`config.mk`:
```
export PLATFORM = sky130hd
export DESIGN_NAME = oar_agu
export DESIGN_NICKNAME = d
export VERILOG_FILES = /design/src/rtl/oar_pkg.sv /design/src/rtl/oar_agu.sv
export SDC_FILE = /design/constraint.sdc
export NUM_CORES = 1
export LEC_CHECK = 0
export BUFFER_PORTS_ARGS = -buffer_cell sky130_fd_sc_hd__buf_2
export CAP_MARGIN = 0
export CELL_PAD_IN_SITES_DETAIL_PLACEMENT = 0
export CELL_PAD_IN_SITES_GLOBAL_PLACEMENT = 2
export CORE_MARGIN = 4
export CORE_UTILIZATION = 23
export DETAILED_ROUTE_END_ITERATION = 7
export PLACE_DENSITY_LB_ADDON = 0.12
export RECOVER_POWER = 100
export SLEW_MARGIN = 30
export SYNTH_ARGS = -nofsm -noshare
export SYNTH_HDL_FRONTEND = slang
export SYNTH_SLANG_ARGS = --single-unit
```
`constraint.sdc`:
```
create_clock -name vclk -period 3.9
set_clock_uncertainty 0.2 [all_clocks]
set_input_delay 0.585 -clock vclk [all_inputs]
set_output_delay 0.585 -clock vclk [all_outputs]
set_load 0.02 [all_outputs]
```
`src/rtl/oar_pkg.sv`:
```
// ----------------------------------------------------------------------------
// oar_pkg
// Shared types and codes for the operand address resolver: request and
// result payloads, request type and addressing mode codes, and the control
// word for the address adder.
// ----------------------------------------------------------------------------
package oar_pkg;

  localparam int MEM_ADDR_BITS = 16;

  localparam logic [1:0] REQ_WRITE   = 2'd0;
  localparam logic [1:0] REQ_RESOLVE = 2'd1;
  localparam logic [1:0] REQ_SET_PC  = 2'd2;

  localparam logic [3:0] MODE_IMM  = 4'd0;
  localparam logic [3:0] MODE_ZP   = 4'd1;
  localparam logic [3:0] MODE_ABS  = 4'd2;
  localparam logic [3:0] MODE_ZPX  = 4'd3;
  localparam logic [3:0] MODE_ZPY  = 4'd4;
  localparam logic [3:0] MODE_ABSX = 4'd5;
  localparam logic [3:0] MODE_ABSY = 4'd6;
  localparam logic [3:0] MODE_INDX = 4'd7;
  localparam logic [3:0] MODE_INDY = 4'd8;
  localparam logic [3:0] MODE_IND  = 4'd9;

  typedef struct packed {
    logic [1:0]  req_type;
    logic [15:0] target_addr;
    logic [7:0]  write_data;
    logic [3:0]  mode;
    logic [7:0]  index_x;
    logic [7:0]  index_y;
  } req_t;

  typedef struct packed {
    logic [15:0] operand_addr;
    logic [15:0] next_pc;
  } res_t;

  typedef struct packed {
    logic [15:0] a;
    logic [7:0]  b;
    logic        page_wrap;
  } agu_op_t;

endpackage

```
`src/rtl/oar_agu.sv`:
```
// ----------------------------------------------------------------------------
// oar_agu
// Shared address adder: adds a byte to a 16-bit address, optionally
// wrapping the sum within page zero.
// ----------------------------------------------------------------------------
module oar_agu import oar_pkg::*; (
  input  agu_op_t     op,
  output logic [15:0] sum
);

  logic [15:0] full_sum;
  logic [7:0]  page_sum;

  assign full_sum = op.a + {8'h00, op.b};
  assign page_sum = op.a[7:0] + op.b;
  assign sum      = op.page_wrap ? {8'h00, page_sum} : full_sum;

endmodule

```
==> results.md, run 1 <==
| Step | Item | This run |
| --- | --- | --- |
| worst setup path | Largest fanout of any net on the critical path | 4 |
| route | Via total after detailed routing | 713 |
| final layout | Post-Layout Inst Area | 788.3 µm² |
| route | Violation count after the first detailed-routing iteration | 12 |
| route | Wire per inst | 10.77 µm |
| final layout | Sequential cell count | 0 |
| worst setup path | Startpoint kind of the worst setup timing path | input pin |
| timing | Post-route minimum period | 3.325 ns |
| worst hold path | Worst Min Path Start | op[24] |
| power and ir drop | Power per Cell Area | 165.9 mW/mm² |
| global route | First-pass GRT wire length | 2815 µm |
| worst setup path | Worst Setup End Kind | output port |
| timing | Unrepaired setup endpoints after global routing | no |
| yosys | Largest cells by area after synthesis | ha_1 17%, a21oi_1 7.8%, xnor2_1 7.6% |
| worst setup path | Signal arrival time at the worst endpoint | 2.54 ns |
| power and ir drop | Power share of the clock group | 0% |
| timing | Final number of max-transition violations | 0 |
| clocking | Count of instances resized after the clock tree is built | 0 |
| yosys | Synthesized cell area | 579.3 µm² |
| worst setup path | Startpoint-to-endpoint class of the critical path | input pin to output port |
| yosys | Part of the Yosys area used for sequential elements | 0% |
| worst hold path | Class of the tightest hold or removal check | input pin to output port |
| final layout | Fill count | 272 |
| timing | Transition time at the pin with the least slew margin | 0.4358 ns |
| run | Number of max-capacitance violations reported | 0 |
| outcome | Run status | finished, final reports clean |
| worst setup path | CP required | 3.12 ns |
| timing | Maximum operating frequency | 0.3007 GHz |
| timing | Fin Hold WS | 1.358 ns |
| place | Weighted congestion reported at the end of routability-driven placement | 0.7305 |
| clocking | Setup fix buffers added after clock tree synthesis | 0 |
| global route | Initial antenna violation count | 0 |
| place | Number of buffers added on ports | 41 |
| global route | Maximum number of pins on one net before global-route repair | 12 |
| floorplanning | Number of placed I/O pins | 41 |
| worst hold path | Number of instances on the worst hold path | 4 |
| route | Detailed-route vias per instance | 4.785 |
| floorplanning | Die footprint | 0.003385 mm² |
| global route | Total gr overflow | 0 |
| global route | GR Util All Layers | 9.658% |
| floorplanning | Die X | 58.19 µm |
| timing | Slew margin rel. | 70.77% |
| floorplanning | Number of rows in the core area | 17 |
| yosys | Avg Synthesized Cell Area | 7.065 µm² |
| yosys | Cell taking the most area after synthesis | ha_1 |
| yosys | Yosys warning total | 0 |
| route | Routed Antenna Nets | 0 |
| place | Placement Cell Area | 808.3 µm² |
| route | Post-detailed-routing wire length | 1604 µm |
| worst hold path | End point of the most critical hold path | sum[15] |
| power and ir drop | Static leakage | 0.0003632 µW |
| place | Setup slack at placement | 0.5774 ns |
| power and ir drop | Part of the total power dissipated in sequential elements | 0% |
| timing | Final worst-path setup slack | 0.5747 ns |
| yosys | Portion of synthesized cell area occupied by the leading cell type | 17.28% |
| power and ir drop | Combinational fraction of design power | 100.0% |
| power and ir drop | Maximum resistive drop on vdd | 0.06978 mV |
| clocking | Cts hold-fix bufs | 0 |
| timing | Final worst path period share | 85.26% |
| power and ir drop | Internal Dissipation | 50.11 µW |
| floorplanning | Initial standard-cell utilization of the core | 25.22% |
| route | First-pass DRT Iterations | 4 |
| timing | Hold Fails Final Rpt | 0 |
| yosys | Synthesized netlist cell count | 82 |
| power and ir drop | Switching power of the nets | 80.65 µW |
| global route | Vias in the first global route | 690 |
| yosys | Number of distinct library cells after synthesis | 28 |
| final layout | Clock buffer cells | 0 |
| final layout | Count of non-filler cells in the finished layout | 149 |
| floorplanning | Vertical die dimension | 58.19 µm |
| timing | Setup_tns | 0 ns |
| place | Placed cell count | 149 |
| floorplanning | Core footprint | 0.002297 mm² |
| route | DRC | 0 |
| final layout | Fraction of layout instances using a drive strength above 1 | 26.45% |
| timing | Final setup violation count | 0 |
| final layout | ANT cells | 0 |
| final layout | Number of nets in the final layout | 157 |
| place | Total half-perimeter wirelength after legalization and detailed placement | 1446 µm |
| final layout | Synth-to-Final Area Change | 36.07% |
| yosys | Net count after synthesis | 116 |
| final layout | Register area | 0 µm² |
| power and ir drop | Switching power as a share of total power | 61.68% |
-- cell usage in the layout, fill, tap and decap left out, types with 3 or more instances in the layout --
cell type,netlist,final
o211ai_1,5,5
nor2b_1,3,3
nand3_1,3,3
xnor2_1,5,5
clkbuf_1,1,13
nand2_1,4,4
buf_2,0,28
inv_1,4,4
nand2b_1,4,4
o21ai_0,4,6
a21oi_1,9,10
xor2_1,3,3
ha_1,8,8
nor2_1,8,8
mux2_1,3,3
-- cell usage after synthesis (2+ instances only) --
library cell and n:
xor2_1 3, or3_1 2, a21oi_1 9, nor2b_1 3, nand3_1 3, a21o_1 2, nand2_1 4, nand2b_1 4
xnor2_1 5, o211ai_1 5, nor2_1 8, mux2_1 3, o21ai_1 3, o21ai_0 4, ha_1 8, inv_1 4
-- worst max-delay path by stage --
stage | end | depth (start not counted) | slack (ns) | startpoint
5_1_grt | sum[13] | 8 | 0.34 | op[8]
6_report | sum[10] | 10 | 0.57 | op[1]
4_1_cts | sum[10] | 10 | 0.57 | op[1]
3_5_place_dp | sum[10] | 10 | 0.58 | op[1]
2_1_floorplan | sum[10] | 8 | 0.88 | op[1]
3_3_place_gp | sum[10] | 10 | 0.59 | op[1]
-- power by group through the flow --
stage                     combinational (µW)  clock (µW)  sequential, µW
final                                    131           0               0
after global routing                     146           0               0
after CTS                                138           0               0
after detailed placement                 138           0               0
after global placement                   138           0               0
after floorplan                         92.6           0               0
-- metal layers --
layer | up-vias | wire length [µm] | track usage [%] | part of all wire [%]
li1 | 378 | - | - | -
met1 | 313 | 750 | 13.53 | 47
met2 | 22 | 742 | 17.26 | 46
met3 | 0 | 112 | 0.4454 | 7.0
met4 | 0 | 0 | 0 | 0
met5 | - | 0 | 0 | 0
-- metrics by stage --
| stage | total power, µW | util, % |
|---|---|---|
| 2_1_floorplan | 92.63 | - |
| 3_3_place_gp | 138.0 | 35.19 |
| 3_5_place_dp | 137.9 | 35.19 |
| 4_1_cts | 138.5 | 35.19 |
| 5_1_grt | 146.2 | 34.31 |
| 6_report | 130.8 | 34.31 |
-- kinds of logic after synthesis --
kind of cell | count (synthesis) | share of synthesized area (%)
AOI/OAI and AO/OA | 28 | 30.89
and+or+nand+nor | 28 | 25.92
adders and majority gates | 9 | 20.74
xor gates and xnor gates | 8 | 12.10
buffers and inverters | 6 | 4.535
muxes | 3 | 5.831
-- cell type report --
type	count	area (µm²)	share of cell area, %
Inverter	4	15.01	1.905
Multi-Input combinational cell	76	549.3	69.68
Tap cell	28	35.03	4.444
Timing Repair Buffer	41	188.9	23.97
-- critical path, cell delays in order --
cell and delay (ns):
buf_2 0.08, ha_1 0.19, inv_1 0.06, fa_1 0.39, nand2b_1 0.18, a21oi_1 0.17, o211ai_1 0.18, a21oi_1 0.20
mux2_1 0.33, clkbuf_1 0.17
No activity file was read; power rests on OpenSTA's default activity.
==> run 2: changes to the inputs <==
REMOVE_ABC_BUFFERS = 1   (was not set)
==> run 2 against run 1 <==
  * Routed wire length is 2.5% higher
  * Critical path depth fell by 2
  * Clock-buffer cell count unchanged
  * Global-route usage fell by 0.23 points
  * Via count fell by 0.70%
  * Sequential share of layout area stayed put
  * Combinational power about the same
  * First-iteration DRC count is 8.3% lower
  * Largest power group unchanged
  * Sequential cell count unchanged
  * Cell count stayed put
  * Total power is 0.41% lower
  * Critical path type unchanged
==> results.md, run 2 (same netlist as run 1, synthesis figures left out) <==
| Step | Item | This run | Change |
| --- | --- | --- | --- |
| outcome | Run status | finished, final reports clean |  |
| global route | Total gr overflow | 0 | unchanged |
| global route | Initial antenna violation count | 0 | unchanged |
| route | Post-detailed-routing wire length | 1644 µm | +2.5% |
| final layout | Clock buffer cells | 0 | unchanged |
| final layout | Count of non-filler cells in the finished layout | 149 | unchanged |
| route | Violation count after the first detailed-routing iteration | 11 | -1 |
| place | Number of buffers added on ports | 41 | unchanged |
| clocking | Cts hold-fix bufs | 0 | unchanged |
| worst setup path | Count of cell instances traversed by the critical path | 8 | -2 |
| floorplanning | Die footprint | 0.003385 mm² | unchanged |
| place | Weighted congestion reported at the end of routability-driven placement | 0.6718 | -8.0% |
| power and ir drop | Maximum resistive drop on vdd | 0.05915 mV | -15% |
| timing | Final number of max-transition violations | 0 | unchanged |
| timing | Transition time at the pin with the least slew margin | 0.4407 ns | +0.004903 ns |
| place | Placement Cell Area | 808.3 µm² | unchanged |
| floorplanning | Vertical die dimension | 58.19 µm | unchanged |
| final layout | Number of nets in the final layout | 157 | unchanged |
| timing | Maximum operating frequency | 0.2952 GHz | -1.8% |
| final layout | Synth-to-Final Area Change | 36.07% | unchanged |
| power and ir drop | Power per Cell Area | 165.2 mW/mm² | -0.41% |
| final layout | Most common cell after layout, fill and taps aside | buf_2 |  |
| worst setup path | Maximum cell stage delay along the critical path | 0.43 ns | +0.04 ns |
| floorplanning | Initial standard-cell utilization of the core | 25.22% | unchanged |
| final layout | Most frequent cells in the layout | 28 x buf_2, 13 x clkbuf_1, 10 x a21oi_1, 8 x nor2_1, 8 x ha_1 |  |
| route | Routed Antenna Nets | 0 | unchanged |
| route | DRC | 0 | unchanged |
| global route | Met2 capacity usage during global routing | 17.58% | +0.32 points |
| floorplanning | Die X | 58.19 µm | unchanged |
| route | Detailed-route vias per instance | 4.752 | -0.70% |
| clocking | Count of instances resized after the clock tree is built | 0 | unchanged |
| worst setup path | Crit path cell chain | buf_2 -> ha_1 -> a21oi_1 -> o211ai_1 -> o21ai_0 -> o21ai_0 -> a21oi_1 -> clkbuf_1 |  |
| final layout | Fraction of layout instances using a drive strength above 1 | 26.45% | unchanged |
| global route | GR Util All Layers | 9.426% | -0.23 points |
| worst setup path | Startpoint-to-endpoint class of the critical path | input pin to output port |  |
| final layout | Register area | 0 µm² | unchanged |
| global route | Busiest grt layer | met2 |  |
| final layout | ANT cells | 0 | unchanged |
| global route | Met3 track demand over resource in global routing | 0.2227% | -0.22 points |
| global route | Vias in the first global route | 657 | -4.8% |
| worst setup path | Capture point of the worst path | sum[13] |  |
| timing | Post-route minimum period | 3.388 ns | +0.06223 ns |
| final layout | Sequential cell count | 0 | unchanged |
| worst hold path | Class of the tightest hold or removal check | input pin to output port |  |
| worst setup path | Signal arrival time at the worst endpoint | 2.60 ns | +0.06 ns |
| power and ir drop | Static leakage | 0.0003632 µW | unchanged |
| worst setup path | Crit-path leading delay family | compound AO/OA/AOI/OAI gates |  |
| worst setup path | Startpoint kind of the worst setup timing path | input pin |  |
| place | Placed cell count | 149 | unchanged |
| worst setup path | Largest fanout of any net on the critical path | 7 | +3 |
| floorplanning | Number of rows in the core area | 17 | unchanged |
| route | First-pass DRT Iterations | 4 | unchanged |
| final layout | Final design utilization | 34.31% | unchanged |
| route | Via total after detailed routing | 708 | -0.70% |
| worst setup path | Number of buffer and inverter stages on the critical path | 2 | -1 |
| timing | Final setup violation count | 0 | unchanged |
| timing | Hold Fails Final Rpt | 0 | unchanged |
| floorplanning | Core footprint | 0.002297 mm² | unchanged |
| global route | First-pass GRT wire length | 2732 µm | -2.9% |
| route | Wire per inst | 11.03 µm | +2.5% |
| worst setup path | Beginning of the critical path | op[8] |  |
| place | Total half-perimeter wirelength after legalization and detailed placement | 1437 µm | -0.63% |
| worst setup path | CP required | 3.12 ns | about the same |
| worst setup path | Worst Setup End Kind | output port |  |
| floorplanning | Number of placed I/O pins | 41 | unchanged |
| run | Number of max-capacitance violations reported | 0 | unchanged |
| timing | Final worst path period share | 86.86% | +1.6 points |
| clocking | Setup fix buffers added after clock tree synthesis | 0 | unchanged |
| global route | Maximum number of pins on one net before global-route repair | 12 | unchanged |
| worst setup path | Critical-path top delay cell | a21oi_1 |  |
| timing | Setup_tns | 0 ns | unchanged |
| timing | Unrepaired setup endpoints after global routing | no |  |
| final layout | Post-Layout Inst Area | 788.3 µm² | unchanged |
| timing | Slew margin rel. | 70.62% | -0.15 points |
| global route | Met1 Track Usage GR | 12.47% | -1.1 points |
## run 2: worst min-delay path by stage
stage | from | endpoint | depth (start not counted)
after global placement | op[9] | sum[0] | 3
after CTS | op[9] | sum[0] | 3
after floorplan | op[0] | sum[13] | 1
final | op[24] | sum[15] | 4
after global routing | op[24] | sum[15] | 4
after detailed placement | op[9] | sum[0] | 3
## run 2: routing by layer
| layer | vias up | part of all wire, % |
|---|---|---|
| met5 | - | 0 |
| met4 | 0 | 0 |
| met3 | 0 | 7.2 |
| met2 | 24 | 46 |
| met1 | 308 | 47 |
| li1 | 376 | - |
## run 2: final cells by class
cell class / count / area [µm²]
fill: 278 / 1509
multi-input combinational: 76 / 549.3
timing repair buffer: 41 / 188.9
tap: 28 / 35.03
inverter: 4 / 15.01
## run 2: through the flow
| step | setup slack [ns] | hold WS (ns) | total power [µW] |
|---|---|---|---|
| final | 0.5125 | 1.360 | 130.2 |
| after global routing | 0.3018 | 1.402 | 145.1 |
| after CTS | 0.5690 | 1.304 | 137.7 |
| after detailed placement | 0.5766 | 1.301 | 136.8 |
| after global placement | 0.5676 | 1.297 | 137.1 |
| after floorplan | 0.8719 | 1.047 | 90.55 |
## run 2: power by group
group / switching (µW) / leakage [µW] / internal, µW
clock: 0 / 0 / 0
combinational: 80.4 / 0.000363 / 49.9
sequential: 0 / 0 / 0
total: 80.4 / 0.000363 / 49.9
## run 2: tightest hold or removal path, delay by kind of cell
family | cells | cell delay, ns
AOI/OAI and AO/OA | 2 | 0.12
buffers and inverters | 2 | 0.27
